File: src/crsp_pkg.sv
// Shared types, constants and codes for the Catmull-Rom spline point block.
package crsp_pkg;

    // Default build values
    localparam int DEF_MAX_POINTS = 256;
    localparam int DEF_FRAC_BITS  = 16;

    // Fixed field widths
    localparam int LOC_W      = 24;
    localparam int COORD_W    = 32;
    localparam int PT_IDX_W   = 8;
    localparam int CFG_DATA_W = 9;
    localparam int CFG_IDX_W  = 2;

    // Internal command widths, sized for the largest build (4096 points, 24 fraction bits)
    localparam int IDX_W_MAX = 12;
    localparam int WT_W      = 28;
    localparam int PROD_W    = COORD_W + WT_W;
    localparam int ACC_W     = 38;

    // Queue depths (powers of two)
    localparam int CMD_Q_DEPTH = 2;
    localparam int RES_Q_DEPTH = 2;

    // Configuration register indexes
    localparam logic [CFG_IDX_W-1:0] REG_POINT_COUNT = 2'd0;
    localparam logic [CFG_IDX_W-1:0] REG_LOOP_ENABLE = 2'd1;

    // Item modes
    localparam logic MODE_WRITE = 1'b0;
    localparam logic MODE_EVAL  = 1'b1;

    typedef struct packed {
        logic                      mode;
        logic [PT_IDX_W-1:0]       point_index;
        logic signed [COORD_W-1:0] coord_x;
        logic signed [COORD_W-1:0] coord_y;
        logic signed [COORD_W-1:0] coord_z;
        logic [LOC_W-1:0]          location;
    } in_item_t;

    typedef struct packed {
        logic signed [COORD_W-1:0] pos_x;
        logic signed [COORD_W-1:0] pos_y;
        logic signed [COORD_W-1:0] pos_z;
        logic                      at_end;
    } res_item_t;

    typedef struct packed {
        logic signed [COORD_W-1:0] x;
        logic signed [COORD_W-1:0] y;
        logic signed [COORD_W-1:0] z;
    } point_t;

    typedef enum logic [1:0] {
        CMD_WRITE,
        CMD_EVAL,
        CMD_HOLD
    } cmd_kind_t;

    // Work handed from the front end to the back end
    typedef struct packed {
        cmd_kind_t                  kind;
        logic [3:0][IDX_W_MAX-1:0]  idx;
        logic [3:0][WT_W-1:0]       wt;
        point_t                     pt;
    } cmd_t;

endpackage

File: src/crsp_fifo.sv
// Small register queue; DEPTH must be a power of two.
module crsp_fifo
    import crsp_pkg::*;
#(
    parameter type elem_t = cmd_t,
    parameter int  DEPTH  = CMD_Q_DEPTH
)
(
    input  logic  clk,
    input  logic  rst_n,
    input  logic  push,
    input  elem_t wr_data,
    output logic  full,
    input  logic  pop,
    output elem_t rd_data,
    output logic  empty
);

    localparam int PW = (DEPTH > 1) ? $clog2(DEPTH) : 1;

    elem_t           mem_reg [DEPTH];
    logic [PW-1:0]   wr_ptr_reg, wr_ptr_next;
    logic [PW-1:0]   rd_ptr_reg, rd_ptr_next;
    logic [PW:0]     cnt_reg, cnt_next;
    logic            do_push, do_pop;

    assign full    = (cnt_reg == (PW+1)'(DEPTH));
    assign empty   = (cnt_reg == '0);
    assign do_push = push && !full;
    assign do_pop  = pop && !empty;
    assign rd_data = mem_reg[rd_ptr_reg];

    always_comb
    begin
        wr_ptr_next = do_push ? wr_ptr_reg + 1'b1 : wr_ptr_reg;
        rd_ptr_next = do_pop  ? rd_ptr_reg + 1'b1 : rd_ptr_reg;
        cnt_next    = cnt_reg;
        if (do_push && !do_pop)
        begin
            cnt_next = cnt_reg + 1'b1;
        end
        else if (do_pop && !do_push)
        begin
            cnt_next = cnt_reg - 1'b1;
        end
    end

    always_ff @(posedge clk or negedge rst_n)
    begin
        if (!rst_n)
        begin
            wr_ptr_reg <= '0;
            rd_ptr_reg <= '0;
            cnt_reg    <= '0;
        end
        else
        begin
            wr_ptr_reg <= wr_ptr_next;
            rd_ptr_reg <= rd_ptr_next;
            cnt_reg    <= cnt_next;
        end
    end

    always_ff @(posedge clk)
    begin
        if (do_push)
        begin
            mem_reg[wr_ptr_reg] <= wr_data;
        end
    end

endmodule

File: config.mk
export PLATFORM = sky130hd
export DESIGN_NAME = crsp_fifo
export DESIGN_NICKNAME = d
export VERILOG_FILES = /design/src/crsp_pkg.sv /design/src/crsp_fifo.sv
export SDC_FILE = /design/constraint.sdc
export NUM_CORES = 1
export LEC_CHECK = 0
export ABC_AREA = 1
export BUFFER_PORTS_ARGS = -buffer_cell sky130_fd_sc_hd__buf_2
export CAP_MARGIN = 20
export CORE_AREA = 2 2 201 203
export DETAILED_ROUTE_END_ITERATION = 7
export DIE_AREA = 0 0 203 205
export PLACE_DENSITY_LB_ADDON = 0.12
export SYNTH_ARGS = -nofsm -noshare
export SYNTH_HDL_FRONTEND = slang
export SYNTH_SLANG_ARGS = --single-unit
File: constraint.sdc
create_clock -name clk -period 16.8 [get_ports clk]
set_input_delay 0.84 -clock clk [delete_from_list [all_inputs] [get_ports clk]]
set_output_delay 0.84 -clock clk [all_outputs]
set_load 0.05 [all_outputs]
==> flow_summary.toml <==
[synthesis]
synth_cell_types = 16
ys_warn_count = 0
synth.yosys.seq_area_share_pct = 81.9
syn-cell-area_um2 = 19000
synth.avg_cell_area_um2 = 13.8
postSynthCellCount = 1379
yosys_register_bits = 520
synth_nets = 1642

[sta]
period_share_pct = 27.7
relSlewSlack_pct = 11.9
rsz0062_at_grt = "false"
period_needed_ns = 4.65
finClkSkew_ns = 0.00528
timing_hold_violations_final = 0
max_freq_mhz = 215
holdWs_ns = 0.0738
tightestPinTransition_ns = 1.32
drv_slew = 0
finalSetupTns_ns = 0
setup_viol_count_final = 0

[global_route]
grt_usage_pct = 21.6
grt_pass1_vias = 11600
grt_max_degree = 178
overflow = 0
antenna_found_initial = 26
grt_first_pass_wirelength_um = 67100

[hold_path]
hp-class = "input pin to async pin"

[cts]
cts_tree = "built"
ctsHoldBuffers = 0
numCtsBuffers = 52
cts_buffer_depth = 3
cts_resized = 0
root_buffer = "clkbuf_16"
htreeDepth = 2
clock_sinks = 520
cts_setup_buffers = 0
clk_pin_slew_ns = 0.06
worstSkewPairLatency_ns = 0.58

[floorplan]
die_x_um = 203
core_area_um2 = 39400
fp.dieH_um = 205
rows = 73
boundaryPins = 522
die-area_um2 = 41600
initial_utilization_pct = 48.3

[detailed_routing]
wl_met2_um = 22700
highest_layer = "met5"
totalWireLength_um = 46100
vias = 12000
post_drt_wl_per_cell_um = 18.5
drt-pass1-iter-count = 5
wl_met1_um = 17300
drc = 0
avgViaCountPerCell = 4.81
ant_nets = 0
drt_iter0_markers = 715
met3WireLength_um = 4470

[run]
maxCapViolCount = 0

[place]
io_buffers = 521
gp_congestion = 0.814
dp_hpwl_um = 29400

[setup_path]
crit_slowest_cell = "buf_4"
critPathLaunchType = "flop"
end_kind = "output port"
arrival_ns = 3.81
cp_common_cell = "nand2_1"
cpPeakStageDelay_ns = 0.82
required_ns = 15.96
crit_fanout = 177
critical_path_class = "flop to output port"
worstPathCellList = "inv_8 > buf_4 > nand2_1 > nand2_1 > buf_2"

[layout]
final_common_cell = "nand2_1"
fill_cells = 3192
final_cell_mix = "nand2_1 (783), buf_2 (521), edfxtp_1 (516), clkbuf_16 (53), clkinv_1 (15)"
final_nets = 2168
drive_gt1_share_pct = 31.0
largest_reg_flops = 516
synthToLayoutAreaGrowth_pct = 24.1

[status]
status = "finished, final reports clean"

[pwr]
power.leakage_nw = 10.1
ir_drop_mv = 0.166
power.density_nw_per_um2 = 223
fin_total_pwr_w = 0.00526
## logic make-up (layout without fill, tap and decap cells)
| kind of cell | after synthesis | after routing | synth area share (%) |
|---|---|---|---|
| compound gates | 2 | 2 | 0.0526 |
| xor+xnor | 1 | 1 | 0.0460 |
| fa+ha+maj | 1 | 1 | 0.0657 |
| buf+inv | 65 | 631 | 2.27 |
| flops | 520 | 520 | 81.9 |
| other cells | 0 | 21 | 0 |
| simple gates | 790 | 790 | 15.6 |
## cell usage after synthesis
cell        n  area, um2
o21ai_0     2       10.0
ha_1        1       12.5
nand3_1     1       5.00
clkbuf_1    3       11.3
nand3b_1    1       7.51
edfxtp_1  516      15500
nand2_1   783       2940
buf_4      15        113
buf_2      26        130
inv_1       7       26.3
inv_4       1       6.26
buf_6      13        146
nand4_1     1       6.26
nor2_1      4       15.0
dfrtp_1     4        100
xnor2_1     1       8.76
## worst max-delay path: cells and delay by family, from the launching register on
family	cells	cell delay (ns)
and+or+nand+nor	2	0.26
DFF	1	0.73
buffers and inverters	3	1.79
## report_power, final
part,switching (W),internal [W],leakage [nW]
logic,0.00192,0.000403,4.51
clock network,0.000465,0.000619,0.782
registers,0.0000821,0.00177,4.85
## worst paths after layout
kind                            slack, ns              end         from  cells after the start
worst max-delay path                12.15      rd_data[75]   rd_ptr_reg                      5
worst min-delay path                 0.07       cnt_reg[1]        rst_n                      1
worst max register to register      13.88  mem_reg[0][177]   cnt_reg[1]                      6
worst min register to register       0.48       wr_ptr_reg   wr_ptr_reg                      2
max in group asynchronous           16.57       rd_ptr_reg        rst_n                      1
min in group clk                     0.45   mem_reg[0][51]  wr_data[51]                      1
## metal layers
layer / up-vias / GRT usage, %
met4: 14 / 9.41
met2: 457 / 35.3
met1: 5651 / 25.9
met5: - / 0
li1: 5750 / -
met3: 113 / 7.70
## layout make-up
cell class              instances  area, um2  area share (%)
flip-flops and latches        520      15600            66.0
multi-input cells             794       3010            12.8
repair buffers                529       2680            11.3
clock buffers                  63       1360            5.77
well taps                     525        657            2.78
clock inverters                31        211           0.895
diodes                         21       52.6           0.222
inverters                       8       45.0           0.191
## metrics by stage
stage | cells | utilization (%) | area [um2] | setup slack [ns]
after floorplan | 1379 | - | 19000 | 4.29
after global placement | 2376 | 55.9 | 22000 | 12.81
after detailed placement | 2376 | 55.9 | 22000 | 12.81
after CTS | 2470 | 59.9 | 23600 | 12.18
after global routing | 2483 | 59.9 | 23600 | 11.92
final | 2491 | 60.0 | 23600 | 12.15
Power figures use the tool's default switching activity.
