$ cat config.mk
export PLATFORM = sky130hd
export DESIGN_NAME = crsp_front
export DESIGN_NICKNAME = d
export VERILOG_FILES = /design/src/crsp_pkg.sv /design/src/crsp_front.sv
export SDC_FILE = /design/constraint.sdc
export NUM_CORES = 2
export LEC_CHECK = 0
export BUFFER_PORTS_ARGS = -buffer_cell sky130_fd_sc_hd__buf_4
export CAP_MARGIN = 10
export CORE_MARGIN = 2
export CORE_UTILIZATION = 35
export CTS_BUF_LIST = sky130_fd_sc_hd__clkbuf_16
export DETAILED_ROUTE_END_ITERATION = 10
export GPL_ROUTABILITY_DRIVEN = 0
export SETUP_SLACK_MARGIN = 0.3
export SYNTH_ARGS = -nofsm -noshare
export SYNTH_HDL_FRONTEND = slang
export SYNTH_SLANG_ARGS = --single-unit
$ cat constraint.sdc
create_clock -name clk -period 9.3 [get_ports clk]
set_input_delay 0.93 -clock clk [delete_from_list [all_inputs] [get_ports clk]]
set_output_delay 0.93 -clock clk [all_outputs]
set_load 0.03 [all_outputs]
$ cat src/crsp_pkg.sv
// Shared types, constants and codes for the Catmull-Rom spline point block.
package crsp_pkg;

    // Default build values
    localparam int DEF_MAX_POINTS = 256;
    localparam int DEF_FRAC_BITS  = 16;

    // Fixed field widths
    localparam int LOC_W      = 24;
    localparam int COORD_W    = 32;
    localparam int PT_IDX_W   = 8;
    localparam int CFG_DATA_W = 9;
    localparam int CFG_IDX_W  = 2;

    // Internal command widths, sized for the largest build (4096 points, 24 fraction bits)
    localparam int IDX_W_MAX = 12;
    localparam int WT_W      = 28;
    localparam int PROD_W    = COORD_W + WT_W;
    localparam int ACC_W     = 38;

    // Queue depths (powers of two)
    localparam int CMD_Q_DEPTH = 2;
    localparam int RES_Q_DEPTH = 2;

    // Configuration register indexes
    localparam logic [CFG_IDX_W-1:0] REG_POINT_COUNT = 2'd0;
    localparam logic [CFG_IDX_W-1:0] REG_LOOP_ENABLE = 2'd1;

    // Item modes
    localparam logic MODE_WRITE = 1'b0;
    localparam logic MODE_EVAL  = 1'b1;

    typedef struct packed {
        logic                      mode;
        logic [PT_IDX_W-1:0]       point_index;
        logic signed [COORD_W-1:0] coord_x;
        logic signed [COORD_W-1:0] coord_y;
        logic signed [COORD_W-1:0] coord_z;
        logic [LOC_W-1:0]          location;
    } in_item_t;

    typedef struct packed {
        logic signed [COORD_W-1:0] pos_x;
        logic signed [COORD_W-1:0] pos_y;
        logic signed [COORD_W-1:0] pos_z;
        logic                      at_end;
    } res_item_t;

    typedef struct packed {
        logic signed [COORD_W-1:0] x;
        logic signed [COORD_W-1:0] y;
        logic signed [COORD_W-1:0] z;
    } point_t;

    typedef enum logic [1:0] {
        CMD_WRITE,
        CMD_EVAL,
        CMD_HOLD
    } cmd_kind_t;

    // Work handed from the front end to the back end
    typedef struct packed {
        cmd_kind_t                  kind;
        logic [3:0][IDX_W_MAX-1:0]  idx;
        logic [3:0][WT_W-1:0]       wt;
        point_t                     pt;
    } cmd_t;

endpackage

$ cat src/crsp_front.sv
// Front end: accepts items, computes basis weights and point indices, queues commands.
module crsp_front
    import crsp_pkg::*;
#(
    parameter int MAX_POINTS = DEF_MAX_POINTS,
    parameter int FRAC_BITS  = DEF_FRAC_BITS
)
(
    input  logic                  clk,
    input  logic                  rst_n,
    input  logic                  push,
    output logic                  full,
    input  in_item_t              item,
    input  logic [CFG_DATA_W-1:0] point_count,
    input  logic                  loop_enable,
    output logic                  cmd_push,
    input  logic                  cmd_full,
    output cmd_t                  cmd
);

    localparam int WHW_RAW = LOC_W - FRAC_BITS;
    localparam int WHW     = (WHW_RAW > 0) ? WHW_RAW : 1;
    localparam int NW      = $clog2(MAX_POINTS + 1);
    localparam int QW      = FRAC_BITS + 4;
    localparam int CALC_N  = (WHW > 3) ? WHW : 3;
    localparam int SW      = $clog2(CALC_N + 1);

    typedef enum logic [1:0] {
        F_IDLE,
        F_CALC,
        F_IDX,
        F_EMIT
    } state_t;

    state_t               state_reg, state_next;
    logic [SW-1:0]        step_reg, step_next;

    logic [FRAC_BITS-1:0] t_reg, t_next;
    logic [FRAC_BITS-1:0] tt_reg, tt_next;
    logic [FRAC_BITS-1:0] ttt_reg, ttt_next;
    logic [WHW-1:0]       whole_reg, whole_next;
    logic [WHW-1:0]       whole_sh_reg, whole_sh_next;
    logic [NW-1:0]        n_reg, n_next;
    logic [NW-1:0]        rem_reg, rem_next;
    logic                 loop_reg, loop_next;
    logic                 mod_skip_reg, mod_skip_next;
    cmd_t                 cmd_reg, cmd_next;

    logic [LOC_W-1:0]       loc_whole;
    logic [WHW-1:0]         whole_in;
    logic [31:0]            pc32, n_sel, whole_in32;
    logic [2*FRAC_BITS-1:0] t_sq, t_cu;
    logic signed [QW-1:0]   t_q, tt_q, ttt_q, two_q;
    logic signed [QW-1:0]   q0, q1, q2, q3;
    logic [NW:0]            rem_sh, n_ext, rem_step;
    logic                   calc_done, mod_active;
    logic [31:0]            whole32, n32, i0, i1, i2, i3;

    assign full     = (state_reg != F_IDLE);
    assign cmd_push = (state_reg == F_EMIT);
    assign cmd      = cmd_reg;

    // Item decode
    assign loc_whole  = item.location >> FRAC_BITS;
    assign whole_in   = loc_whole[WHW-1:0];
    assign whole_in32 = 32'(whole_in);
    assign pc32       = 32'(point_count);
    assign n_sel      = (pc32 < 32'd4) ? 32'd4 :
                        (pc32 > 32'(MAX_POINTS)) ? 32'(MAX_POINTS) : pc32;

    // Powers of t, truncated
    assign t_sq = t_reg * t_reg;
    assign t_cu = tt_reg * t_reg;

    // Basis weights
    assign t_q   = $signed({4'b0000, t_reg});
    assign tt_q  = $signed({4'b0000, tt_reg});
    assign ttt_q = $signed({4'b0000, ttt_reg});
    assign two_q = $signed(QW'(2) << FRAC_BITS);
    assign q0 = -ttt_q + (tt_q <<< 1) - t_q;
    assign q1 = (ttt_q <<< 1) + ttt_q - ((tt_q <<< 2) + tt_q) + two_q;
    assign q2 = -((ttt_q <<< 1) + ttt_q) + (tt_q <<< 2) + t_q;
    assign q3 = ttt_q - tt_q;

    // One restoring step of whole % n
    assign rem_sh   = {rem_reg, whole_sh_reg[WHW-1]};
    assign n_ext    = {1'b0, n_reg};
    assign rem_step = (rem_sh >= n_ext) ? rem_sh - n_ext : rem_sh;

    assign mod_active = !mod_skip_reg && (32'(step_reg) < WHW);
    assign calc_done  = (32'(step_reg) >= 2) &&
                        (mod_skip_reg || (32'(step_reg) >= WHW - 1));

    // Index set
    assign whole32 = 32'(whole_reg);
    assign n32     = 32'(n_reg);
    assign i1      = loop_reg ? 32'(rem_reg) : whole32 + 32'd1;
    assign i2      = loop_reg ? ((i1 + 32'd1 == n32) ? 32'd0 : i1 + 32'd1) : whole32 + 32'd2;
    assign i3      = loop_reg ? ((i2 + 32'd1 == n32) ? 32'd0 : i2 + 32'd1) : whole32 + 32'd3;
    assign i0      = loop_reg ? ((i1 >= 32'd1) ? i1 - 32'd1 : n32 - 32'd1) : whole32;

    always_comb
    begin
        state_next    = state_reg;
        step_next     = step_reg;
        t_next        = t_reg;
        tt_next       = tt_reg;
        ttt_next      = ttt_reg;
        whole_next    = whole_reg;
        whole_sh_next = whole_sh_reg;
        n_next        = n_reg;
        rem_next      = rem_reg;
        loop_next     = loop_reg;
        mod_skip_next = mod_skip_reg;
        cmd_next      = cmd_reg;

        unique case (state_reg)
            F_IDLE:
            begin
                if (push)
                begin
                    if (item.mode == MODE_WRITE)
                    begin
                        cmd_next.kind   = CMD_WRITE;
                        cmd_next.idx[0] = IDX_W_MAX'(item.point_index);
                        cmd_next.pt     = {item.coord_x, item.coord_y, item.coord_z};
                        // entries beyond the table are dropped
                        if (32'(item.point_index) < MAX_POINTS)
                        begin
                            state_next = F_EMIT;
                        end
                    end
                    else
                    begin
                        t_next        = item.location[FRAC_BITS-1:0];
                        whole_next    = whole_in;
                        whole_sh_next = whole_in;
                        n_next        = n_sel[NW-1:0];
                        loop_next     = loop_enable;
                        mod_skip_next = !loop_enable || (whole_in32 < n_sel);
                        rem_next      = (whole_in32 < n_sel) ? whole_in32[NW-1:0] : '0;
                        step_next     = '0;
                        state_next    = F_CALC;
                    end
                end
            end
            F_CALC:
            begin
                if (step_reg == SW'(0))
                begin
                    tt_next = t_sq[2*FRAC_BITS-1:FRAC_BITS];
                end
                if (step_reg == SW'(1))
                begin
                    ttt_next = t_cu[2*FRAC_BITS-1:FRAC_BITS];
                end
                if (step_reg == SW'(2))
                begin
                    cmd_next.wt[0] = WT_W'(q0);
                    cmd_next.wt[1] = WT_W'(q1);
                    cmd_next.wt[2] = WT_W'(q2);
                    cmd_next.wt[3] = WT_W'(q3);
                end
                if (mod_active)
                begin
                    rem_next      = rem_step[NW-1:0];
                    whole_sh_next = whole_sh_reg << 1;
                end
                if (calc_done)
                begin
                    state_next = F_IDX;
                end
                else
                begin
                    step_next = step_reg + 1'b1;
                end
            end
            F_IDX:
            begin
                if (!loop_reg && (whole32 >= n32 - 32'd4))
                begin
                    // open path past its end: hold at the next-to-last point
                    cmd_next.kind   = CMD_HOLD;
                    cmd_next.idx[0] = IDX_W_MAX'(n32 - 32'd2);
                end
                else
                begin
                    cmd_next.kind   = CMD_EVAL;
                    cmd_next.idx[0] = IDX_W_MAX'(i0);
                    cmd_next.idx[1] = IDX_W_MAX'(i1);
                    cmd_next.idx[2] = IDX_W_MAX'(i2);
                    cmd_next.idx[3] = IDX_W_MAX'(i3);
                end
                state_next = F_EMIT;
            end
            F_EMIT:
            begin
                if (!cmd_full)
                begin
                    state_next = F_IDLE;
                end
            end
            default:
            begin
                state_next = F_IDLE;
            end
        endcase
    end

    always_ff @(posedge clk or negedge rst_n)
    begin
        if (!rst_n)
        begin
            state_reg <= F_IDLE;
            step_reg  <= '0;
        end
        else
        begin
            state_reg <= state_next;
            step_reg  <= step_next;
        end
    end

    always_ff @(posedge clk)
    begin
        t_reg        <= t_next;
        tt_reg       <= tt_next;
        ttt_reg      <= ttt_next;
        whole_reg    <= whole_next;
        whole_sh_reg <= whole_sh_next;
        n_reg        <= n_next;
        rem_reg      <= rem_next;
        loop_reg     <= loop_next;
        mod_skip_reg <= mod_skip_next;
        cmd_reg      <= cmd_next;
    end

endmodule

==> impl_metrics.toml <==
[clock_tree]
ctsRootBufferMaster = "clkbuf_16"
clkTransAtPathRegs_ns = 0.06
cts-buffers-inserted = 39
cts.sink_count = 304
cts.path.max_buffers = 3
cts-resized-gates = 0
cts_hold_repair.buffers = 0
tritoncts = "built"
cts_setup_buffers = 0
cts-htree-levels = 2
clkLatencyLatePin_ns = 0.58

[sta]
highest_clock_rate_ghz = 0.125
setup_total_negative_slack_ns = 0
timing.hold.ws_ns = 0.151
worst_slew_pin_slew_ns = 1.09
fin_worst_skew_ns = 0.0159
period_minus_slack_ns = 8.03
number_of_endpoints_failing_setup_at_the_final_stage = 0
hold_viol_final = 0
timing.max_slew.rel_slack_pct = 27.3
post-route-period-util_pct = 86.3
maxSlewViolCount = 0
rsz0062_at_grt = "no"

[routing]
num_vias = 23749
detail_route.drc_violations = 0
routed-wl-met3_um = 6590
detail-route-antenna-nets = 0
drtIter0Drc = 1323
detailed_routed_wire_length_on_met2_um = 44400
wl_met1_um = 36800
drt_wl_total_um = 89900
dr.pass1.iters = 5
vias_per_cell = 4.87
topRoutingLayerUsed = "met5"
wl_per_cell_um = 18.4

[placement]
place.port_buffers = 396
dpl.cell_count = 4806
place_area_mm2 = 0.0371
dp_hpwl_um = 70800

[synth]
synthMuxAreaShare_pct = 0.746
synth_compound_area_share_pct = 8.16
synth_cell_types = 89
postSynth.asyncResetShare_pct = 1.97
synth-warning-count = 0
synth_top_family_by_area = "adder cells"
synthesis.area_per_instance_um2 = 10.1
synthAdderAreaFrac_pct = 37.7
mappedNetlistArea_mm2 = 0.0329
synth_enable_flop_cells = 298
ys_ff_latch = 304
synth_xor_xnor_area_share_pct = 5.19
postSynthCellCount = 3240
ys_dominant_reg_cell = "edfxtp_1"
synth_sequential_area_ratio_pct = 27.7
synth_simple_gate_area_share_pct = 11.3

[setup_path]
cp_data_arrival_time_ns = 8.36
critical_path.most_common_cell = "inv_1"
cp-startpoint = "t_reg[6]"
cp.required_ns = 9.63
path_max_fanout = 22
path_class = "flip-flop to flip-flop"
crit_path_start_kind = "flip-flop"
cpMaxStageDelayCell = "edfxtp_1"
endpoint_kind = "flip-flop"
reg_to_reg_start = "t_reg[6]"
timing.critical_path.slowest_cell_delay_ns = 0.86

[floorplanning]
design.core.area_mm2 = 0.0932
die-area_mm2 = 0.0963
placementRows = 112
ios = 403
die_width_um = 310
die_h_um = 310
floorplan.initialDensity_pct = 35.3

[layout]
antenna_cells_inserted = 0
largest_register_ffs = 214
fin_area_mm2 = 0.0384
layout.nets = 4493
final_cells = 4878
final_layout_size_suffix_gt1_share_pct = 15.5
areaGrowthSynthToFinish_pct = 16.8

[global_route]
antenna_violations_before_repair = 3
first_global_vias = 24510
grt_start_max_net_pins = 78
grt_remaining_overflow = 0
grt_use_total_pct = 18.6
first_pass_grt_wire_length_um = 138000

[run]
drv.max_cap_violation_count = 0

[hold_path]
holdCritPathClass = "input port to asynchronous set/reset pin"

[status]
status = "completed"
[synth_stat cells, types with 18 or more instances]
library cell	count	area share, %
o21ai_0	70	1.1
nor3_1	36	0.55
nand3_1	36	0.55
o21bai_1	25	0.57
ha_1	367	14
and2_1	25	0.48
a211oi_1	18	0.41
nand2b_1	33	0.63
fa_1	390	24
clkbuf_1	77	0.88
nor2b_1	26	0.50
and3_1	18	0.34
xnor2_1	130	3.5
xor2_1	50	1.3
buf_4	48	1.1
edfxtp_1	298	27
nor2_1	265	3.0
inv_1	594	6.8
a21o_1	43	0.98
nand2_1	321	3.7
a21oi_1	114	1.7
[critical path, delay by kind of cell (launching register included)]
kind | cells | cell delay (ns)
AOI/OAI and AO/OA | 7 | 1.82
xor gates and xnor gates | 1 | 0.08
adders and majority gates | 7 | 3.14
buffers and inverters | 7 | 1.03
DFF | 1 | 0.86
and+or+nand+nor | 3 | 0.84
[cell type report]
class                   instances  area [um2]
flip-flops and latches        304        9100
inverters                     611        2290
clock buffers                  40        1000
well taps                    1254        1570
multi-input cells            2192       20800
clock inverters                32         272
repair buffers                445        3340
fillers                      9071       54800
[worst paths after layout]
check | to | slack [ns] | depth (start not counted)
worst max-delay path | tt_reg[15] | 1.27 | 25
min in group clk | whole_sh_reg[3] | 0.51 | 2
worst max register to register | tt_reg[15] | 1.27 | 25
max in group asynchronous | step_reg[2] | 9.03 | 1
worst min register to register | whole_sh_reg[3] | 0.51 | 2
worst min-delay path | state_reg[1] | 0.15 | 1
[logic make-up (layout without fill, tap and decap cells)]
logic type | after synthesis | after routing
xor gates and xnor gates | 186 | 186
AOI/OAI and AO/OA | 396 | 396
DFF | 304 | 304
other | 1 | 7
buffers and inverters | 750 | 1128
and+or+nand+nor | 823 | 823
muxes | 23 | 23
adders and majority gates | 757 | 757
[per-stage QoR]
step / setup slack (ns) / util, %
finish: 1.27 / 41.2
global route: 0.893 / 41.2
CTS: 1.31 / 41.2
detailed placement: 1.30 / 39.8
global placement: 1.53 / 39.8
floorplan: 0.941 / -
[cell usage in the layout (no fill, tap or decap), drive strengths merged, types with 43 or more instances in the layout]
cell	Yosys	layout
buf	62	445
fa	390	390
a21oi	115	115
a21o	43	43
nor2	265	265
o21ai	70	70
xnor2	131	131
edfxtp	298	298
nand2	321	321
xor2	50	50
inv	601	611
ha	367	367
[metal layers]
layer | track usage [%] | up-vias
met4 | 4.79 | 6
met2 | 32.3 | 701
met3 | 4.02 | 120
li1 | - | 11213
met5 | 0 | -
met1 | 23.6 | 11709
Power is not shown: default switching activity piles up to over one toggle a cycle in this logic, so the estimate is an artifact.
